File: config.mk
export PLATFORM = sky130hd
export DESIGN_NAME = safety_distance_from_filtered_speed_flat
export DESIGN_NICKNAME = d
export VERILOG_FILES = /design/src/design/sdfs_pkg.sv /design/src/design/sdfs_in_if.sv /design/src/design/sdfs_out_if.sv /design/src/design/sdfs_ring.sv /design/src/design/sdfs_div.sv /design/src/design/safety_distance_from_filtered_speed.sv /design/src/flat_wrapper.sv
export SDC_FILE = /design/constraint.sdc
export NUM_CORES = 2
export LEC_CHECK = 0
export BUFFER_PORTS_ARGS = -buffer_cell sky130_fd_sc_hd__buf_4
export CAP_MARGIN = 40
export CELL_PAD_IN_SITES_DETAIL_PLACEMENT = 2
export CELL_PAD_IN_SITES_GLOBAL_PLACEMENT = 2
export CORE_MARGIN = 1.5
export CORE_UTILIZATION = 44
export CTS_CLUSTER_DIAMETER = 40
export DETAILED_ROUTE_END_ITERATION = 7
export PLACE_DENSITY = 0.86
export SETUP_SLACK_MARGIN = 0.15
export SYNTH_ARGS = -nofsm -noshare
export SYNTH_HDL_FRONTEND = slang
export SYNTH_SLANG_ARGS = --single-unit
File: constraint.sdc
create_clock -name clk -period 9 [get_ports clk]
set_input_delay 0.9 -clock clk [delete_from_list [all_inputs] [get_ports clk]]
set_output_delay 0.9 -clock clk [all_outputs]
set_load 0.02 [all_outputs]
File: src/design/sdfs_pkg.sv
// Shared types, constants and handshake structs for the safety-distance block.
// No dependencies; compiled first.
package sdfs_pkg;

  localparam int SPEED_W        = 16;
  localparam int DIST_W         = 24;
  localparam int MAXCHG_W       = 15;
  localparam int WINDOW_DEFAULT = 10;

  // Sequential divider geometry
  localparam int DIV_W      = 32;
  localparam int DIVISOR_W  = 16;
  localparam int DIV_CNT_W  = $clog2(DIV_W + 1);

  // distance = BASE + floor((LIN*v + v*v) / DEN), all in Q8.8 / Q16.8
  localparam int DIST_BASE = 512;
  localparam int DIST_LIN  = 55296;
  localparam int DIST_DEN  = 51200;
  localparam int PROD_W    = 34;
  localparam int FACTOR_W  = 18;

  // DEN = 25 << DIST_SH; divide by 25 as multiply by ceil(2^RECIP_SH / 25),
  // exact for numerators below 2^RECIP_SH / 11
  localparam int MAG_W        = 32;
  localparam int DIST_SH      = 11;
  localparam int SCALED_W     = MAG_W - DIST_SH;
  localparam int RECIP        = 2684355;
  localparam int RECIP_W      = 22;
  localparam int RECIP_SH     = 26;
  localparam int RECIP_PROD_W = SCALED_W + RECIP_W;
  localparam int QUOT_W       = RECIP_PROD_W - RECIP_SH;

  localparam logic [MAXCHG_W-1:0] MAXCHG_RESET = 15'd154;

  typedef logic signed [SPEED_W-1:0] speed_t;
  typedef logic signed [DIST_W-1:0]  dist_t;

  typedef struct packed {
    logic                 start;
    logic [DIV_W-1:0]     dividend;  // magnitude, MSB-aligned
    logic [DIVISOR_W-1:0] divisor;
    logic [DIV_CNT_W-1:0] steps;     // quotient bits to produce
  } div_req_t;

  typedef struct packed {
    logic             done;
    logic [DIV_W-1:0] quotient;
  } div_rsp_t;

endpackage

File: src/design/sdfs_in_if.sv
// Input channel: valid/ready handshake carrying one speed sample.
// Depends on sdfs_pkg.
interface sdfs_in_if;
  import sdfs_pkg::*;

  logic   valid;
  logic   ready;
  speed_t speed_sample;

  modport source (output valid, output speed_sample, input ready);
  modport sink   (input valid, input speed_sample, output ready);
endinterface

File: src/design/sdfs_out_if.sv
// Output channel: valid/ready handshake carrying distance, filtered speed and reject flag.
// Depends on sdfs_pkg.
interface sdfs_out_if;
  import sdfs_pkg::*;

  logic   valid;
  logic   ready;
  dist_t  distance_setpoint;
  speed_t filtered_speed;
  logic   sample_rejected;

  modport source (output valid, output distance_setpoint, output filtered_speed,
                  output sample_rejected, input ready);
  modport sink   (input valid, input distance_setpoint, input filtered_speed,
                  input sample_rejected, output ready);
endinterface

File: src/design/sdfs_ring.sv
// Sample ring memory with write slot, fill count and running sum (read-modify-write).
// Depends on sdfs_pkg.
module sdfs_ring #(
  parameter int WINDOW = sdfs_pkg::WINDOW_DEFAULT
) (
  input  logic                                          clk,
  input  logic                                          rst,
  input  logic                                          upd,
  input  sdfs_pkg::speed_t                              sample,
  output logic                                          done,
  output logic signed [sdfs_pkg::SPEED_W+$clog2(WINDOW)-1:0] sum,
  output logic [$clog2(WINDOW+1)-1:0]                   fill
);
  import sdfs_pkg::*;

  localparam int SUM_W  = SPEED_W + $clog2(WINDOW);
  localparam int SLOT_W = $clog2(WINDOW);
  localparam int FILL_W = $clog2(WINDOW + 1);

  speed_t              mem [WINDOW];
  speed_t              rd_data;
  speed_t              sample_q;
  logic [SLOT_W-1:0]   slot;
  logic                pend;
  logic                full;
  logic signed [SUM_W-1:0] old_val;

  // Memory: read at current slot every cycle, write the held sample while an update is pending
  always_ff @(posedge clk) begin
    if (pend) begin
      mem[slot] <= sample_q;
    end
    rd_data <= mem[slot];
  end

  // Entry being replaced counts only once the ring has wrapped; before that it reads as zero
  assign full    = (fill == FILL_W'(WINDOW));
  assign old_val = full ? SUM_W'(rd_data) : '0;

  always_ff @(posedge clk) begin
    sample_q <= upd ? sample : sample_q;
  end

  // Control: pointer, fill count, running sum
  always_ff @(posedge clk) begin
    if (rst) begin
      pend <= 1'b0;
      done <= 1'b0;
      slot <= '0;
      fill <= '0;
      sum  <= '0;
    end else begin
      pend <= upd;
      done <= pend;
      if (pend) begin
        sum  <= sum - old_val + SUM_W'(sample_q);
        slot <= (slot == SLOT_W'(WINDOW - 1)) ? '0 : slot + 1'b1;
        if (!full) begin
          fill <= fill + 1'b1;
        end
      end
    end
  end

  a_upd_done: assert property (@(posedge clk) disable iff (rst) upd |-> ##2 done)
    else $error("ring update did not complete in two cycles");
  a_fill_max: assert property (@(posedge clk) disable iff (rst) fill <= FILL_W'(WINDOW))
    else $error("fill count exceeds window");

endmodule

File: src/design/sdfs_div.sv
// Restoring divider, one quotient bit per cycle, unsigned magnitudes.
// Depends on sdfs_pkg.
module sdfs_div (
  input  logic               clk,
  input  logic               rst,
  input  sdfs_pkg::div_req_t req,
  output sdfs_pkg::div_rsp_t rsp
);
  import sdfs_pkg::*;

  logic                 busy;
  logic                 done;
  logic [DIV_CNT_W-1:0] cnt;
  logic [DIVISOR_W-1:0] rem;
  logic [DIVISOR_W-1:0] divisor_q;
  logic [DIV_W-1:0]     quo;
  logic [DIVISOR_W:0]   trial;
  logic [DIVISOR_W:0]   trial_sub;
  logic                 ge;

  // One restoring step
  assign trial     = {rem, quo[DIV_W-1]};
  assign ge        = (trial >= {1'b0, divisor_q});
  assign trial_sub = trial - {1'b0, divisor_q};

  always_ff @(posedge clk) begin
    if (req.start) begin
      quo       <= req.dividend;
      rem       <= '0;
      divisor_q <= req.divisor;
    end else if (busy) begin
      quo <= {quo[DIV_W-2:0], ge};
      rem <= ge ? trial_sub[DIVISOR_W-1:0] : trial[DIVISOR_W-1:0];
    end
  end

  // Step counter
  always_ff @(posedge clk) begin
    if (rst) begin
      busy <= 1'b0;
      done <= 1'b0;
      cnt  <= '0;
    end else begin
      done <= 1'b0;
      if (req.start) begin
        busy <= 1'b1;
        cnt  <= req.steps;
      end else if (busy) begin
        cnt <= cnt - 1'b1;
        if (cnt == DIV_CNT_W'(1)) begin
          busy <= 1'b0;
          done <= 1'b1;
        end
      end
    end
  end

  assign rsp.done     = done;
  assign rsp.quotient = quo;

  a_start_idle: assert property (@(posedge clk) disable iff (rst) req.start |-> !busy)
    else $error("divider started while busy");
  a_done_after_busy: assert property (@(posedge clk) disable iff (rst) done |-> $past(busy))
    else $error("divider done without a running division");

endmodule

File: src/design/safety_distance_from_filtered_speed.sv
// Safety distance from a rate-checked moving-average speed.
// The average of an accepted sample comes from the bit-serial divider; a rejected sample skips
// the ring and the divider and keeps the last filtered speed.
// One sample in flight; ready returns the cycle after its result is stored, so a new sample is
// taken only once the last one is through; a held result stalls the next one.
// Reset clears control, fill count, running sum and last filtered speed; ring memory is not
// cleared, entries past the fill count are never summed. max_change resets to 154.
module safety_distance_from_filtered_speed #(
  parameter int WINDOW = sdfs_pkg::WINDOW_DEFAULT
) (
  input  logic                          clk,
  input  logic                          rst,
  sdfs_in_if.sink                       speed,
  sdfs_out_if.source                    result,
  input  logic                          cfg_we,
  input  logic [sdfs_pkg::MAXCHG_W-1:0] cfg_wdata
);
  import sdfs_pkg::*;

  localparam int SUM_W  = SPEED_W + $clog2(WINDOW);
  localparam int FILL_W = $clog2(WINDOW + 1);

  localparam logic [2:0] ST_IDLE   = 3'd0;
  localparam logic [2:0] ST_RING   = 3'd1;
  localparam logic [2:0] ST_AVG    = 3'd2;
  localparam logic [2:0] ST_MUL    = 3'd3;
  localparam logic [2:0] ST_DSTART = 3'd4;
  localparam logic [2:0] ST_DIST   = 3'd5;
  localparam logic [2:0] ST_FIN    = 3'd6;

  logic [2:0]              state;
  logic [MAXCHG_W-1:0]     max_change;
  speed_t                  last_filtered;
  speed_t                  filt;
  logic                    rej;
  logic                    div_neg;
  logic signed [PROD_W-1:0] prod;
  logic [SCALED_W-1:0]     scaled;
  logic [RECIP_PROD_W-1:0] recip_q;

  logic                    res_valid;
  dist_t                   res_dist;
  speed_t                  res_filt;
  logic                    res_rej;
  logic                    fin_load;

  logic                    accept;
  logic signed [SPEED_W:0] diff;
  logic signed [SPEED_W:0] lim;
  logic                    rejected_w;

  logic                    ring_upd;
  logic                    ring_done;
  logic signed [SUM_W-1:0] ring_sum;
  logic [FILL_W-1:0]       ring_fill;
  logic [SUM_W-1:0]        sum_mag;

  logic signed [FACTOR_W-1:0] factor;
  logic signed [PROD_W-1:0]   prod_w;
  logic [PROD_W-1:0]          adj_w;
  logic [QUOT_W-1:0]          quot;
  dist_t                      dist_w;

  div_req_t div_req;
  div_rsp_t div_rsp;

  // Configuration register
  always_ff @(posedge clk) begin
    if (rst) begin
      max_change <= MAXCHG_RESET;
    end else if (cfg_we) begin
      max_change <= cfg_wdata;
    end
  end

  // Rate check against the last filtered speed
  assign accept       = speed.valid && speed.ready;
  assign speed.ready  = (state == ST_IDLE);
  assign diff         = (SPEED_W+1)'(speed.speed_sample) - (SPEED_W+1)'(last_filtered);
  assign lim          = $signed({2'b00, max_change});
  assign rejected_w   = (diff > lim) || (diff < -lim);
  assign ring_upd     = accept && !rejected_w;

  sdfs_ring #(.WINDOW(WINDOW)) u_ring (
    .clk    (clk),
    .rst    (rst),
    .upd    (ring_upd),
    .sample (speed.speed_sample),
    .done   (ring_done),
    .sum    (ring_sum),
    .fill   (ring_fill)
  );

  // Divider request: ring sum over fill count
  assign sum_mag  = ring_sum[SUM_W-1] ? SUM_W'(-ring_sum) : SUM_W'(ring_sum);

  always_comb begin
    div_req.start    = (state == ST_RING) && ring_done;
    div_req.dividend = {sum_mag, {(DIV_W - SUM_W){1'b0}}};
    div_req.divisor  = DIVISOR_W'(ring_fill);
    div_req.steps    = DIV_CNT_W'(SUM_W);
  end

  sdfs_div u_div (
    .clk (clk),
    .rst (rst),
    .req (div_req),
    .rsp (div_rsp)
  );

  // v * (LIN + v), one multiply registered before the divide
  assign factor = $signed(FACTOR_W'(DIST_LIN)) + FACTOR_W'(filt);
  assign prod_w = PROD_W'(filt) * PROD_W'(factor);

  // Numerator magnitude, biased by DEN-1 when negative so the quotient rounds to floor
  assign adj_w = prod[PROD_W-1] ? PROD_W'(PROD_W'(DIST_DEN - 1) - prod) : prod;

  // Quotient from the reciprocal product; negate for negative numerators
  assign quot   = recip_q[RECIP_PROD_W-1:RECIP_SH];
  assign dist_w = div_neg ? (DIST_W'(DIST_BASE) - DIST_W'(quot))
                          : (DIST_W'(DIST_BASE) + DIST_W'(quot));

  assign fin_load = (state == ST_FIN) && (!res_valid || result.ready);

  // Sequencer
  always_ff @(posedge clk) begin
    if (rst) begin
      state         <= ST_IDLE;
      last_filtered <= '0;
      res_valid     <= 1'b0;
    end else begin
      if (fin_load) begin
        res_valid <= 1'b1;
      end else if (result.valid && result.ready) begin
        res_valid <= 1'b0;
      end
      case (state)
        ST_IDLE: begin
          if (accept) begin
            state <= rejected_w ? ST_MUL : ST_RING;
          end
        end
        ST_RING: begin
          if (ring_done) begin
            state <= ST_AVG;
          end
        end
        ST_AVG: begin
          if (div_rsp.done) begin
            last_filtered <= div_neg ? SPEED_W'(DIV_W'(0) - div_rsp.quotient)
                                     : div_rsp.quotient[SPEED_W-1:0];
            state         <= ST_MUL;
          end
        end
        ST_MUL:    state <= ST_DSTART;
        ST_DSTART: state <= ST_DIST;
        ST_DIST:   state <= ST_FIN;
        ST_FIN: begin
          if (fin_load) begin
            state <= ST_IDLE;
          end
        end
        default: state <= ST_IDLE;
      endcase
    end
  end

  // Datapath registers
  always_ff @(posedge clk) begin
    if (accept) begin
      rej  <= rejected_w;
      filt <= last_filtered;
    end
    if (state == ST_AVG && div_rsp.done) begin
      filt <= div_neg ? SPEED_W'(DIV_W'(0) - div_rsp.quotient)
                      : div_rsp.quotient[SPEED_W-1:0];
    end
    if (state == ST_RING && ring_done) begin
      div_neg <= ring_sum[SUM_W-1];
    end
    if (state == ST_MUL) begin
      prod <= prod_w;
    end
    // Drop the power-of-two part of the denominator
    if (state == ST_DSTART) begin
      div_neg <= prod[PROD_W-1];
      scaled  <= adj_w[MAG_W-1:DIST_SH];
    end
    // 21 x 22 bit reciprocal multiply for the remaining divide by 25
    if (state == ST_DIST) begin
      recip_q <= RECIP_PROD_W'(scaled) * RECIP_PROD_W'(RECIP);
    end
    if (fin_load) begin
      res_dist <= dist_w;
      res_filt <= filt;
      res_rej  <= rej;
    end
  end

  assign result.valid             = res_valid;
  assign result.distance_setpoint = res_dist;
  assign result.filtered_speed    = res_filt;
  assign result.sample_rejected   = res_rej;

  a_one_in_flight: assert property (@(posedge clk) disable iff (rst) accept |=> !speed.ready)
    else $error("second sample taken while one is in flight");

endmodule

File: src/flat_wrapper.sv
// flat-port wrapper written by rule: the top's interface ports become plain ports
module safety_distance_from_filtered_speed_flat import sdfs_pkg::*;
#(
  parameter int WINDOW = sdfs_pkg::WINDOW_DEFAULT
)
  (clk, rst, cfg_we, cfg_wdata, speed_valid, speed_speed_sample, speed_ready, result_valid, result_distance_setpoint, result_filtered_speed, result_sample_rejected, result_ready);
  sdfs_in_if speed_i ();
  sdfs_out_if result_i ();
  input  logic clk;
  input  logic rst;
  input  logic cfg_we;
  input  logic [sdfs_pkg::MAXCHG_W-1:0] cfg_wdata;
  input wire logic [$bits(speed_i.valid)-1:0] speed_valid;
  input wire logic [$bits(speed_i.speed_sample)-1:0] speed_speed_sample;
  output wire logic [$bits(speed_i.ready)-1:0] speed_ready;
  output wire logic [$bits(result_i.valid)-1:0] result_valid;
  output wire logic [$bits(result_i.distance_setpoint)-1:0] result_distance_setpoint;
  output wire logic [$bits(result_i.filtered_speed)-1:0] result_filtered_speed;
  output wire logic [$bits(result_i.sample_rejected)-1:0] result_sample_rejected;
  input wire logic [$bits(result_i.ready)-1:0] result_ready;
  assign speed_i.valid = speed_valid;
  assign speed_i.speed_sample = speed_speed_sample;
  assign speed_ready = speed_i.ready;
  assign result_valid = result_i.valid;
  assign result_distance_setpoint = result_i.distance_setpoint;
  assign result_filtered_speed = result_i.filtered_speed;
  assign result_sample_rejected = result_i.sample_rejected;
  assign result_i.ready = result_ready;
  safety_distance_from_filtered_speed #(.WINDOW(WINDOW)) u_core (.clk(clk), .rst(rst), .speed(speed_i), .result(result_i), .cfg_we(cfg_we), .cfg_wdata(cfg_wdata));
endmodule
==> metrics.md <==
| Metric | Value |
|---|---|
| Seq/Total Area, Yosys | 0.324 |
| WP data required | 9.37 ns |
| Average size of a mapped cell | 10.8 um2 |
| Endpoints failing setup | 0 |
| Max_slew headroom | 0.297 |
| Die footprint | 84,200 um2 |
| DRT iter0 DRCs | 3,156 |
| Startpoint Class | flop |
| Vias in the first global route | 33,500 |
| # port buffers | 78 |
| Yosys warnings | 0 |
| Xor/xnor cell area share of the yosys netlist | 0.0410 |
| Die extent in y | 290 um |
| Fraction of the cycle the final worst path needs | 0.980 |
| Die extent in x | 290 um |
| Distinct cell type count after synthesis | 80 |
| Clock sinks | 431 |
| Most frequent cells in the layout | 656 x inv_1, 411 x ha_1, 368 x fa_1 |
| Clock transition at the registers of the reported paths | 0.06 ns |
| Num ports | 79 |
| Peak fanout along the critical path | 23 |
| Core Box Area | 81,800 um2 |
| Via count | 29,800 |
| Overall Global Routing Usage | 0.397 |
| Gp weighted congestion | 0.861 |
| Main synth FF type | edfxtp_1 |
| Commonest non-fill, non-tap cell in the layout | inv_1 |
| FP Rows | 105 |
| Global route hottest layer | met2 |
| Class of the most critical setup path | reg2reg |
| Largest family of logic cells by synthesized area | adder cells |
| Post-Synth Adder-Cell Area | 0.348 |
| Final cell count without fillers | 4,605 |
| Max cap viols | 0 |
| Via/cell ratio | 6.47 |
| Avg WL per Cell | 38.7 um |
| CTS max path bufs | 3 |
| Met2 usage | 0.678 |
| Worst-Margin Slew | 1.05 ns |
| Layout cells sized above 1 | 0.0996 |
| Htree depth | 3 |
| Placed Area | 38,300 um2 |
| Worst Hold Class | in2reg |
| Multiplexer share of the synthesized area | 0.0374 |
| Final nets | 4,291 |
| Largest net degree at the start of global routing | 73 |
| DP Cell Count | 4,446 |
| Final hold violation count | 0 |
| FFs w/ async S/R, synth | 0 |
| Worst Skew | 0.0340 ns |
| Slew Viols, Final | 0 |
| FF/Latch Area | 11,800 um2 |
| Final setup TNS | 0 ns |
| Met3 capacity usage during global routing | 0.100 |
| Post-Syn Nets | 4,181 |
| Hold-fix buffers, CTS | 0 |
| DP HPWL | 100 mm |
| Skew-Pair Late Insertion Delay | 0.66 ns |
| Total CTS buffers | 77 |
| Drt pass-1 iters | 7 |
| Critical Path Sink Type | flop |
| Multi-input gate area | 21,700 um2 |
| TritonCTS clock tree | built |
| DRT Wirelength | 178 mm |
| Area grow syn2layout | 13.8% |
| DRC viols | 0 |
| Synthesized instance count | 3,358 |
| Initial antenna violation count | 9 |
| Crit path DAT | 9.20 ns |
| Fmax | 113 MHz |
| Synth Area in Simple Gates | 0.0990 |
| Number of synthesized flops with an enable pin | 314 |
| RSZ-0062 raised after global routing | no |
| First-pass GRT wire length | 242 mm |
| Starting Density | 0.443 |
| Outcome | finished, final reports clean |
| Final min period | 8.82 ns |
| Synthesized cell area | 36,300 um2 |
| Final instance area | 41,300 um2 |
| Seq cells post-synth | 431 |
| Grt ovf | 0 |
| Antenna viol nets, final | 0 |
| Layout fillers | 8,005 |
| M1 GR Usage | 0.421 |
| Post-synthesis compound-gate area fraction | 0.0706 |
| Clock tree root buffer cell | clkbuf_16 |
==> state kept, by name (all words and copies together), names as in the netlist, 6 cells and up <==
signal,cells
u_core.last_filtered,16
u_core.prod,22
u_core.scaled,21
u_core.max_change,15
u_core.u_ring.sample_q,16
u_core.u_div.quo,32
u_core.result.filtered_speed,16
u_core.u_div.cnt,6
u_core.result.distance_setpoint,19
u_core.u_ring.mem,160
u_core.recip_q,17
u_core.u_ring.sum,20
u_core.u_div.rem,16
u_core.u_ring.rd_data,16
u_core.filt,16
==> critical path, cell delays in order, from the launching register on <==
cell and delay (ns):
edfxtp_1 0.44, buf_4 0.39, o21a_1 0.22, ha_2 0.40, nor2b_1 0.25, fa_1 0.45, inv_1 0.35, fa_1 0.56
fa_1 0.47, inv_1 0.17, fa_1 0.47, fa_2 0.74, inv_1 0.13, fa_1 0.62, inv_1 0.19, ha_1 0.43
and4_1 0.22, and2_1 0.17, a22oi_1 0.23, nand2_1 0.19, or2_1 0.34, a31o_2 0.30, a21o_1 0.25, a221oi_1 0.41
xnor2_1 0.13
==> timing repair <==
action / 4_1_cts / 5_1_grt
setup endpoints to repair: 0 / 6
gates resized for setup: 0 / 16
buffers inserted: 0 / 6
==> final cells by class <==
cell class,instances,share of cell area
Tap cell,1070,0.0324
Clock inverter,51,0.0160
Clock buffer,93,0.0506
Sequential cell,431,0.285
Timing Repair Buffer,135,0.0293
Inverter,658,0.0599
Antenna cell,2,0.000121
Multi-Input combinational cell,2165,0.526
==> cells by family after synthesis <==
kind of cell    after synthesis
simple gates                718
fa+ha+maj                   787
mux                          95
xor+xnor                    170
flops                       431
compound gates              395
buf+inv                     762
==> Yosys cell counts, types with 11 or more instances <==
library cell / number / area [um2]
a21o_1: 33 / 248
dfxtp_1: 117 / 2340
o31ai_1: 19 / 143
mux4_2: 32 / 721
a21oi_1: 110 / 551
xor2_1: 48 / 420
and2_1: 99 / 619
clkbuf_1: 84 / 315
xnor2_1: 122 / 1070
buf_1: 13 / 48.8
a211oi_1: 46 / 345
o21ai_0: 70 / 350
mux2i_1: 59 / 591
fa_1: 371 / 7430
and3_1: 11 / 68.8
nand2_1: 158 / 593
nand3_1: 46 / 230
nand2b_1: 45 / 282
ha_1: 416 / 5200
o21a_1: 21 / 158
inv_1: 657 / 2470
nor2b_1: 55 / 344
or2_2: 11 / 68.8
edfxtp_1: 314 / 9430
nor3_1: 45 / 225
nor2_1: 181 / 679
o211ai_1: 13 / 97.6
nand4_1: 17 / 106
==> per-layer routing <==
layer  routed length (um)  share of wire  up-vias
met1                58900           0.33    15200
met5                  117        0.00066        -
met4                18700           0.10       12
met3                16000          0.090     1093
met2                84600           0.47     2188
li1                     -              -    11300
==> path summary, 6_finish.rpt <==
check                           cells past startpoint                                            to                          from  slack [ns]
worst max-delay path                               24                     u_core.prod[25]$_DFFE_PP_     u_core.filt[11]$_DFFE_PP_        0.18
worst min-delay path                                1           u_core.u_ring.sample_q[9]$_DFFE_PP_         speed_speed_sample[9]        0.44
worst max register to register                     24                     u_core.prod[25]$_DFFE_PP_     u_core.filt[11]$_DFFE_PP_        0.18
worst min register to register                      0  u_core.result.distance_setpoint[0]$_DFFE_PP_  u_core.recip_q[26]$_DFFE_PN_        0.48
==> per-stage QoR <==
step           setup WS (ns)  utilization  hold slack [ns]
2_1_floorplan           1.82            -            0.400
3_3_place_gp            1.52        0.465            0.457
3_5_place_dp           0.745        0.468            0.470
4_1_cts                0.453        0.502            0.428
5_1_grt                0.115        0.504            0.434
6_report               0.177        0.504            0.440
Power is not shown: default switching activity piles up to over one toggle a cycle in this logic, so the estimate is an artifact.
